[src/rtl/adcv_pkg.sv]
// adcv_pkg: shared types, constants and tables for the averaging voltmeter
// no dependencies; imported by adc_average_voltmeter_display and its testbench

package adcv_pkg;

  // field widths
  localparam int SAMPLE_W = 10;
  localparam int BCD_W    = 6;
  localparam int SEG_W    = 7;

  // scaling to tenths of a volt: v = (avg * 33 + 511) / 1023
  localparam int VOLT_SCALE = 33;
  localparam int VOLT_ROUND = 511;
  localparam int VOLT_FULL  = 1023;
  localparam int VOLT_MAX   = 33;
  localparam int VOLT_W     = 6;

  // item kind codes
  localparam logic MODE_SAMPLE  = 1'b0;
  localparam logic MODE_REFRESH = 1'b1;
  localparam logic KIND_READING = 1'b0;
  localparam logic KIND_DISPLAY = 1'b1;

  typedef struct packed {
    logic                mode;
    logic [SAMPLE_W-1:0] sample;
  } in_item_t;

  typedef struct packed {
    logic             result_kind;
    logic [BCD_W-1:0] voltage_bcd;
    logic [SEG_W-1:0] segments;
    logic             high_sel;
  } out_item_t;

  typedef int thr_arr_t [VOLT_MAX+1];

  // sum thresholds: reading >= k exactly when sum >= entry k
  // entry k is ceil((1023k - 511) / 33) scaled by the group size
  function automatic thr_arr_t volt_thresholds(int group);
    thr_arr_t t;
    for (int k = 0; k <= VOLT_MAX; k++) begin
      if (k == 0) begin
        t[k] = 0;
      end else begin
        t[k] = ((k * VOLT_FULL - VOLT_ROUND + VOLT_SCALE - 1) / VOLT_SCALE) * group;
      end
    end
    return t;
  endfunction

  // hex seven-segment patterns, bit0 = segment a
  function automatic logic [SEG_W-1:0] hex_segments(logic [3:0] digit);
    logic [SEG_W-1:0] seg;
    unique case (digit)
      4'h0:    seg = 7'h3F;
      4'h1:    seg = 7'h06;
      4'h2:    seg = 7'h5B;
      4'h3:    seg = 7'h4F;
      4'h4:    seg = 7'h66;
      4'h5:    seg = 7'h6D;
      4'h6:    seg = 7'h7D;
      4'h7:    seg = 7'h07;
      4'h8:    seg = 7'h7F;
      4'h9:    seg = 7'h6F;
      4'hA:    seg = 7'h77;
      4'hB:    seg = 7'h7C;
      4'hC:    seg = 7'h39;
      4'hD:    seg = 7'h5E;
      4'hE:    seg = 7'h79;
      4'hF:    seg = 7'h71;
      default: seg = 7'h00;
    endcase
    return seg;
  endfunction

endpackage

[src/rtl/adc_average_voltmeter_display.sv]
// adc_average_voltmeter_display: sample averaging, scaling to BCD and display drive
// depends on adcv_pkg for item types, scaling thresholds and the segment table
//
// Usage:
//   in channel (in_valid / in_stall / in_data) carries either a converter sample
//   (mode 0) or a display refresh tick (mode 1). Samples are summed; every
//   GROUP_SIZE-th sample closes the group and yields a reading item with the new
//   two-digit BCD voltage in tenths of a volt (0.0 to 3.3). Each refresh tick
//   yields a display item with the segment pattern of one digit, low digit
//   first, then alternating. Samples that do not close a group yield nothing.
//   out channel (out_valid / out_stall / out_data) carries the result items.
//   Each result is registered in the output register, or in the skid register
//   while out_stall holds it; one item is taken every cycle while in_stall is low.
//   A two-entry output buffer (output register plus skid register) lets input
//   continue while a result waits; in_stall rises only when both are full.
//   Reset clears the sum, sample count, stored reading (0.0) and digit select,
//   and empties the output buffer.

module adc_average_voltmeter_display
  import adcv_pkg::*;
#(
  parameter int GROUP_SIZE = 8
) (
  input  logic      clk,
  input  logic      rst_n,
  input  logic      in_valid,
  output logic      in_stall,
  input  in_item_t  in_data,
  output logic      out_valid,
  input  logic      out_stall,
  output out_item_t out_data
);

  localparam int CNT_W = $clog2(GROUP_SIZE);
  localparam int SUM_W = SAMPLE_W + $clog2(GROUP_SIZE);
  localparam thr_arr_t THR = volt_thresholds(GROUP_SIZE);

  // accumulation and display state
  logic [SUM_W-1:0] sum_r, sum_nxt;
  logic [CNT_W-1:0] count_r, count_nxt;
  logic [BCD_W-1:0] volt_bcd_r, volt_bcd_nxt;
  logic             high_next_r, high_next_nxt;

  // output buffer
  logic      out_valid_r, out_valid_nxt;
  out_item_t out_data_r, out_data_nxt;
  logic      skid_valid_r, skid_valid_nxt;
  out_item_t skid_data_r, skid_data_nxt;

  logic             accept;
  logic             group_done;
  logic [SUM_W-1:0] sum_full;
  logic [VOLT_W-1:0] volt;
  logic [1:0]       tens;
  logic [3:0]       units;
  logic [3:0]       digit;
  logic             res_valid;
  out_item_t        res;

  assign in_stall = skid_valid_r;
  assign accept   = in_valid && !skid_valid_r;

  assign sum_full   = sum_r + SUM_W'(in_data.sample);
  assign group_done = (count_r == CNT_W'(GROUP_SIZE - 1));

  // reading from the group sum, by compare against scaled thresholds
  always_comb begin
    volt = '0;
    for (int k = 1; k <= VOLT_MAX; k++) begin
      if (sum_full >= SUM_W'(THR[k])) begin
        volt = VOLT_W'(k);
      end
    end
  end

  // binary reading to two bcd digits
  always_comb begin
    priority if (volt >= 6'd30) begin
      tens  = 2'd3;
      units = 4'(volt - 6'd30);
    end else if (volt >= 6'd20) begin
      tens  = 2'd2;
      units = 4'(volt - 6'd20);
    end else if (volt >= 6'd10) begin
      tens  = 2'd1;
      units = 4'(volt - 6'd10);
    end else begin
      tens  = 2'd0;
      units = 4'(volt);
    end
  end

  // digit shown on this refresh tick
  assign digit = high_next_r ? {2'b00, volt_bcd_r[5:4]} : volt_bcd_r[3:0];

  // result item and state update for the accepted item
  always_comb begin
    sum_nxt       = sum_r;
    count_nxt     = count_r;
    volt_bcd_nxt  = volt_bcd_r;
    high_next_nxt = high_next_r;
    res_valid     = 1'b0;
    res           = '0;
    if (accept) begin
      unique case (in_data.mode)
        MODE_SAMPLE: begin
          if (group_done) begin
            sum_nxt         = '0;
            count_nxt       = '0;
            volt_bcd_nxt    = {tens, units};
            res_valid       = 1'b1;
            res.result_kind = KIND_READING;
            res.voltage_bcd = {tens, units};
          end else begin
            sum_nxt   = sum_full;
            count_nxt = count_r + CNT_W'(1);
          end
        end
        MODE_REFRESH: begin
          high_next_nxt   = !high_next_r;
          res_valid       = 1'b1;
          res.result_kind = KIND_DISPLAY;
          res.voltage_bcd = volt_bcd_r;
          res.segments    = hex_segments(digit);
          res.high_sel    = high_next_r;
        end
        default: ;
      endcase
    end
  end

  // output register with skid stage
  always_comb begin
    out_valid_nxt  = out_valid_r;
    out_data_nxt   = out_data_r;
    skid_valid_nxt = skid_valid_r;
    skid_data_nxt  = skid_data_r;
    if (!out_valid_r || !out_stall) begin
      if (skid_valid_r) begin
        out_valid_nxt  = 1'b1;
        out_data_nxt   = skid_data_r;
        skid_valid_nxt = 1'b0;
      end else begin
        out_valid_nxt = res_valid;
        out_data_nxt  = res;
      end
    end else if (res_valid) begin
      skid_valid_nxt = 1'b1;
      skid_data_nxt  = res;
    end
  end

  always_ff @(posedge clk) begin
    if (!rst_n) begin
      sum_r        <= '0;
      count_r      <= '0;
      volt_bcd_r   <= '0;
      high_next_r  <= 1'b0;
      out_valid_r  <= 1'b0;
      skid_valid_r <= 1'b0;
    end else begin
      sum_r        <= sum_nxt;
      count_r      <= count_nxt;
      volt_bcd_r   <= volt_bcd_nxt;
      high_next_r  <= high_next_nxt;
      out_valid_r  <= out_valid_nxt;
      skid_valid_r <= skid_valid_nxt;
    end
  end

  // payload registers
  always_ff @(posedge clk) begin
    out_data_r  <= out_data_nxt;
    skid_data_r <= skid_data_nxt;
  end

  assign out_valid = out_valid_r;
  assign out_data  = out_data_r;

endmodule

[config.mk]
export PLATFORM = sky130hd
export DESIGN_NAME = adc_average_voltmeter_display
export DESIGN_NICKNAME = d
export VERILOG_FILES = /design/src/rtl/adcv_pkg.sv /design/src/rtl/adc_average_voltmeter_display.sv
export SDC_FILE = /design/constraint.sdc
export NUM_CORES = 1
export LEC_CHECK = 0
export BUFFER_PORTS_ARGS = -buffer_cell sky130_fd_sc_hd__buf_2
export CAP_MARGIN = 20
export CORE_UTILIZATION = 25
export CTS_CLUSTER_SIZE = 20
export DETAILED_ROUTE_END_ITERATION = 12
export PLACE_DENSITY_LB_ADDON = 0.08
export SLEW_MARGIN = 10
export SYNTH_ARGS = -nofsm -noshare
export SYNTH_HDL_FRONTEND = slang
export SYNTH_SLANG_ARGS = --single-unit
[constraint.sdc]
create_clock -name clk -period 5.6 [get_ports clk]
set_input_delay 0.28 -clock clk [delete_from_list [all_inputs] [get_ports clk]]
set_output_delay 0.28 -clock clk [all_outputs]
set_load 0.02 [all_outputs]
==> flow_metrics.tcl, run 1 <==
set metrics [dict create \
    hold_viol_final 0 \
    viasPerCell 5.41 \
    internal_power_mw 0.759 \
    yosys_register_bits 55 \
    grt-ovfl-total 0 \
    clock_tree.buffer_depth 2 \
    cp_data_required_time_ns 5.66 \
    dieArea_sq_um 19000 \
    drtPass1Iterations 4 \
    crit_arrival_ns 5.24 \
    critical-path-top-delay-family "compound AO/OA/AOI/OAI gates" \
    dp_hpwl_mm 10.4 \
    final-setup-viol-count 0 \
    finalInstanceArea_sq_um 5180 \
    postSynthCellCount 526 \
    areaGrowthSynthToFinish_pct 12.3 \
    insertedDiodeCount 0 \
    skew_ns 0.00421 \
    holdBufCountCts 0 \
    cp_max_fo 6 \
    seqPwrFrac 0.371 \
    worstSetupPathType "flip-flop to flip-flop" \
    syn_nets 567 \
    cp_cell_sequence "ha_1 > fa_1 > a211oi_4 > buf_4 > o2111ai_1 > o211ai_1 > nand4_1 > a31oi_1 > a21o_1 > o21ai_0 > a21oi_1 > or2_2 > inv_1 > ha_1 > inv_1 > a211oi_1 > a41oi_2 > nand2b_2 > and2_1 > a211oi_2 > a2bb2oi_2 > mux2_2" \
    rsz0062_at_grt "yes" \
    clock_latency_ns 0.31 \
    p_leak_nw 1.98 \
    critical-path-max-stage-delay_ns 0.46 \
    min_path_type "input pin to flip-flop" \
    hp-start "in_data[0]" \
    comb_power_share 0.339 \
    yosysSeqAreaShare 0.304 \
    placed_cells 767 \
    grt.total_usage 0.146 \
    timing.critical_path.buf_inv 3 \
    yosys.area.top_type_share 0.195 \
    status "completed" \
    worst_slew_pin_slew_ns 0.971 \
    placed_cell_area_sq_um 4990 \
    initial_utilization 0.256 \
    num_vias 4201 \
    fmax_mhz 193 \
    cts_buffers 5 \
    finalNetCount 587 \
    fillers 1972 \
    ys.flop_type "edfxtp_1" \
    cts_tree "yes" \
    synthArstFlopShare 0 \
    fp.dieH_um 138 \
    drcViolationCount 0 \
    yosysTopAreaCell "edfxtp_1" \
    drt-wirelength-per-cell_um 17.5 \
    avgSynthCellArea_sq_um 8.77 \
    grt_pass1_wl_mm 21.4 \
    synth_edf_count 30 \
    gp_congestion 0.854 \
    drive_gt1_frac 0.163 \
    slew_violations 0 \
    cp-startpoint "sum_r[0]$_SDFFE_PN0P_" \
    fp-row-count 49 \
    clkPwrFrac 0.290 \
    cts_sinks 55 \
    synth.area.top_cells "edfxtp_1 20%, dfxtp_1 11%, ha_1 6.8%, nand2_1 4.1%, a21oi_1 3.1%" \
    switching_share 0.369 \
    core_area_sq_um 18000 \
    final_cells 776 \
    min_period_ns 5.18 \
    htreeDepth 2 \
    vdd_drop_max_v 0.000129 \
    netSwitchingPower_mw 0.443 \
    ys_warn_count 0 \
    wl_mm 13.6 \
    power.total_mw 1.20 \
    startpoint_type "flip-flop" \
    cts-root-buf "clkbuf_16" \
    grt_antenna_before_repair 0 \
    synth.distinct_cells 87 \
    worstReg2RegStart "sum_r[0]$_SDFFE_PN0P_" \
    drtIter0Drc 332 \
    timing.slew.headroom 0.336 \
    worst_setup_path_end_kind "flip-flop" \
    cpMaxStageDelayCell "a31oi_1" \
    port_buffers 31 \
    ant_nets 0 \
    grt_pass1_vias 3882 \
    die_x_um 138 \
    power_density_nw_per_um2 232 \
    io_pins 32 \
    synth_area_sq_um 4610 \
    grt_start_max_net_pins 26 \
    clk_pin_slew_ns 0.08 \
    finalCritPeriodShare 0.925 \
    worst_hold_slack_ns 0.365 \
    drv_cap 0 \
]
==> final cells by class <==
| cell class | count | area, sq um | area share |
|---|---|---|---|
| clock buffers | 5 | 125 | 0.0242 |
| multi-input cells | 423 | 3020 | 0.582 |
| repair buffers | 44 | 253 | 0.0488 |
| inverters | 17 | 63.8 | 0.0123 |
| flip-flops and latches | 55 | 1400 | 0.271 |
| well taps | 229 | 287 | 0.0553 |
| clock inverters | 3 | 33.8 | 0.00652 |
==> metal layers <==
layer  vias up  global-route usage  wire [um]
li1       2065                   -          -
met1      2025               0.193       6380
met2        95               0.246       6550
met3        16              0.0213        426
met4         0              0.0399        226
met5         -                   0          0
==> placed cells by master (no fill, tap or decap), types with 4 or more instances in the layout <==
cell type,netlist,final
a21oi_2,2,4
a31o_1,4,4
clkbuf_16,0,5
ha_1,25,25
o211a_1,4,4
o211ai_1,9,9
mux2_2,5,5
o31ai_1,5,5
a31oi_1,10,10
and2_1,10,10
a21o_1,17,17
a211oi_1,8,8
a21boi_0,7,7
xnor2_1,5,5
o21ai_0,21,20
nand4_1,9,9
o21ai_1,8,8
nand2b_1,5,5
and3_1,9,9
buf_4,3,13
nor3_1,12,11
dfxtp_1,25,25
a22oi_1,13,13
inv_1,16,16
buf_2,8,31
nand2_1,50,50
mux2i_1,5,5
nand3_1,18,18
or3_1,5,5
edfxtp_1,30,30
a2111oi_0,6,6
nor2_1,27,27
o2111ai_1,5,5
o21a_1,6,6
nor2b_1,15,15
a21oi_1,29,27
==> synthesized netlist by cell type (3+ instances only) <==
cell,n
o31ai_1,5
xnor2_1,5
nor3_1,12
nor2_1,27
o22ai_1,3
nor4_1,4
a21o_1,17
mux2_2,5
nand2_1,50
o211ai_1,9
buf_2,8
and2_1,10
a311o_1,3
buf_4,3
and3_1,9
a31o_1,4
o2111ai_1,5
xor2_1,3
a21oi_1,29
nand2b_1,5
o21ai_0,21
mux2i_1,5
a31oi_1,10
a211oi_1,8
inv_1,16
nor2b_1,15
o21ai_1,8
dfxtp_1,25
or3_1,5
clkbuf_1,18
ha_1,25
a22oi_1,13
nand3_1,18
a2111oi_0,6
o21a_1,6
a21boi_0,7
edfxtp_1,30
nand4_1,9
o211a_1,4
==> power groups by stage <==
stage	Combinational, mW	Sequential, mW	Clock [mW]
6_report	0.407	0.446	0.348
5_1_grt	0.448	0.449	0.380
4_1_cts	0.399	0.446	0.361
3_5_place_dp	0.396	0.456	0
3_3_place_gp	0.407	0.455	0
2_1_floorplan	0.286	0.462	0
==> path summary, 6_finish.rpt <==
| check | slack, ns | to | depth (start not counted) |
|---|---|---|---|
| worst min register to register | 0.47 | count_r[2]$_SDFFE_PN0P_ | 2 |
| worst min-delay path | 0.36 | sum_r[0]$_SDFFE_PN0P_ | 4 |
| worst max register to register | 0.42 | out_data[10]$_DFFE_PP_ | 22 |
| worst max-delay path | 0.42 | out_data[10]$_DFFE_PP_ | 22 |
==> sequential cells by signal (all words and copies together) (netlist names) <==
register,cells
skid_data_r,15
count_r,3
volt_bcd_r,6
out_data,15
sum_r,13
out_valid,1
in_stall,1
high_next_r,1
==> what timing repair did <==
action,in CTS,in global routing
setup endpoints to repair,0,9
buffers inserted,0,1
resized for setup,0,5
==> stage by stage <==
| step | utilization | TNS [ns] | setup WS, ns |
|---|---|---|---|
| after floorplan | - | 0 | 0.963 |
| after global routing | 0.287 | -0.0693 | -0.0693 |
| final | 0.287 | 0 | 0.421 |
| after CTS | 0.286 | 0 | 0.242 |
| after global placement | 0.277 | 0 | 0.170 |
| after detailed placement | 0.277 | 0 | 0.190 |
==> worst reg2reg max path, cell delays in order (launching register included) <==
cell and delay, ns:
dfxtp_1 0.32, ha_1 0.22, fa_1 0.45, a211oi_4 0.29
buf_4 0.18, o2111ai_1 0.14, o211ai_1 0.17, nand4_1 0.29
a31oi_1 0.46, a21o_1 0.25, o21ai_0 0.10, a21oi_1 0.30
or2_2 0.22, inv_1 0.09, ha_1 0.21, inv_1 0.09
a211oi_1 0.06, a41oi_2 0.24, nand2b_2 0.12, and2_1 0.19
a211oi_2 0.21, a2bb2oi_2 0.08, mux2_2 0.26
==> logic make-up (layout without fill, tap and decap cells) <==
kind of cell | after synthesis | in the layout | synth area share
compound gates | 193 | 193 | 0.318
fa+ha+maj | 26 | 26 | 0.0722
xor+xnor | 10 | 10 | 0.0247
mux | 10 | 10 | 0.0231
flops | 55 | 55 | 0.304
buf+inv | 48 | 69 | 0.0469
simple gates | 184 | 184 | 0.211
No activity file was read; power rests on OpenSTA's default activity.
==> run 2, diff against run 1 <==
--- a/config.mk
+++ b/config.mk
@@ -7,10 +7,12 @@
 export LEC_CHECK = 0
 export BUFFER_PORTS_ARGS = -buffer_cell sky130_fd_sc_hd__buf_2
 export CAP_MARGIN = 20
+export CORE_ASPECT_RATIO = 0.8
 export CORE_UTILIZATION = 25
 export CTS_CLUSTER_SIZE = 20
 export DETAILED_ROUTE_END_ITERATION = 12
 export PLACE_DENSITY_LB_ADDON = 0.08
+export SKIP_CTS_REPAIR_TIMING = 1
 export SLEW_MARGIN = 10
 export SYNTH_ARGS = -nofsm -noshare
 export SYNTH_HDL_FRONTEND = slang
==> run 2 against run 1 <==
  * Flip-flop and latch count did not move
  * Maximum frequency shrank 1.0%
  * Routed wire length is 5.4% higher
  * Sequential share of layout area shrank 0.21 points
==> flow_metrics.tcl, run 2 (same netlist as run 1, synthesis figures left out) <==
set metrics [dict create \
    core_area_sq_um 18100 \
    netSwitchingPower_mw 0.442 \
    switching_share 0.367 \
    dieArea_sq_um 19000 \
    placed_cell_area_sq_um 5020 \
    status "completed" \
    ant_nets 0 \
    internal_power_mw 0.763 \
    worstReg2RegStart "sum_r[0]$_SDFFE_PN0P_" \
    finalNetCount 592 \
    drt-wirelength-per-cell_um 18.3 \
    comb_power_share 0.356 \
    viasPerCell 5.43 \
    timing.slew.headroom 0.433 \
    initial_utilization 0.255 \
    cts_tree "yes" \
    fp-row-count 44 \
    cts_sinks 55 \
    drcViolationCount 0 \
    grt_start_max_net_pins 26 \
    p_leak_nw 2.00 \
    final_common_cell "nand2_1" \
    wl_mm 14.3 \
    worstSetupPathType "flip-flop to flip-flop" \
    min_path_type "input pin to flip-flop" \
    worst_slew_pin_slew_ns 0.829 \
    port_buffers 31 \
    die_x_um 154 \
    startpoint_type "flip-flop" \
    clock_latency_ns 0.31 \
    slew_violations 0 \
    cp_data_required_time_ns 5.64 \
    final-setup-viol-count 0 \
    num_vias 4244 \
    hp-start "in_data[0]" \
    io_pins 32 \
    clkPwrFrac 0.274 \
    cts-root-buf "clkbuf_16" \
    seqPwrFrac 0.370 \
    clock_tree.buffer_depth 2 \
    grt_antenna_before_repair 0 \
    areaGrowthSynthToFinish_pct 13.2 \
    dp_hpwl_mm 10.9 \
    htreeDepth 2 \
    power_density_nw_per_um2 231 \
    drtPass1Iterations 5 \
    worst_setup_path_end_kind "flip-flop" \
    crit_arrival_ns 5.27 \
    cp-startpoint "sum_r[0]$_SDFFE_PN0P_" \
    cp_max_fo 16 \
    min_period_ns 5.23 \
    hold_viol_final 0 \
    skew_ns 0.0143 \
    insertedDiodeCount 0 \
    grt-ovfl-total 0 \
    final_util 0.288 \
    fp.dieH_um 123 \
    finalCritPeriodShare 0.934 \
    grt_pass1_wl_mm 22.6 \
    fmax_mhz 191 \
    drtIter0Drc 277 \
    grt.total_usage 0.154 \
    cts_buffers 5 \
    gp_congestion 0.919 \
    grt_pass1_vias 3917 \
    drive_gt1_frac 0.174 \
    clk_pin_slew_ns 0.08 \
    layout_common_cells "50 x nand2_1, 31 x buf_2, 30 x edfxtp_1, 28 x a21oi_1, 27 x nor2_1" \
    tns_ns 0 \
    vdd_drop_max_v 0.000116 \
    drv_cap 0 \
    finalInstanceArea_sq_um 5220 \
]
## run 2: worst paths after layout
kind,slack (ns),end,depth (start not counted)
hold / removal,0.36,sum_r[0]$_SDFFE_PN0P_,4
setup / recovery,0.37,out_data[9]$_DFFE_PP_,21
hold reg to reg,0.47,count_r[2]$_SDFFE_PN0P_,2
setup reg to reg,0.37,out_data[9]$_DFFE_PP_,21
## run 2: final cells by class
type	instances	area (sq um)
clock buffer	5	125
clock inverter	3	22.5
fill	1926	12900
inverter	17	63.8
multi-input combinational	423	3030
sequential	55	1400
tap	230	288
timing repair buffer	49	290
## run 2: per-stage QoR
step           setup WS [ns]  hold WS (ns)  power (mW)  instances
5_1_grt             -0.00188         0.389        1.28        782
4_1_cts                0.241         0.359        1.21        779
3_3_place_gp           0.191         0.458       0.875        771
6_report               0.368         0.364        1.21        782
3_5_place_dp           0.177         0.471       0.864        771
2_1_floorplan          0.963         0.434       0.747        526
## run 2: metal layers
metal,part of all wire,GRT usage,wire length (um),up-vias
li1,-,-,-,2069
met1,0.54,0.231,7720,2055
met2,0.40,0.225,5770,108
met3,0.044,0.0245,637,12
met4,0.013,0.0375,193,0
met5,0,0,0,-
## run 2: power by group through the flow
stage / Sequential [mW] / Clock, mW / Combinational [mW]
global placement: 0.455 / 0 / 0.420
detailed placement: 0.456 / 0 / 0.409
finish: 0.446 / 0.330 / 0.429
CTS: 0.447 / 0.348 / 0.412
global route: 0.448 / 0.362 / 0.472
floorplan: 0.462 / 0 / 0.286
## run 2: critical path, cell delays in order, from the launching register on
cell and delay, ns:
dfxtp_1 0.32, ha_1 0.22, fa_1 0.44, a211oi_4 0.37, o21ai_4 0.14, a31o_4 0.32
nand3_4 0.13, xnor2_2 0.25, a2111oi_0 0.47, nor4b_1 0.10, o21a_1 0.25, o211ai_1 0.24
nor2b_1 0.27, inv_1 0.10, ha_1 0.19, nand3_1 0.10, or2_1 0.12, o221ai_2 0.15
a21oi_1 0.28, mux2i_1 0.16, o21ai_2 0.20, nand3_1 0.12
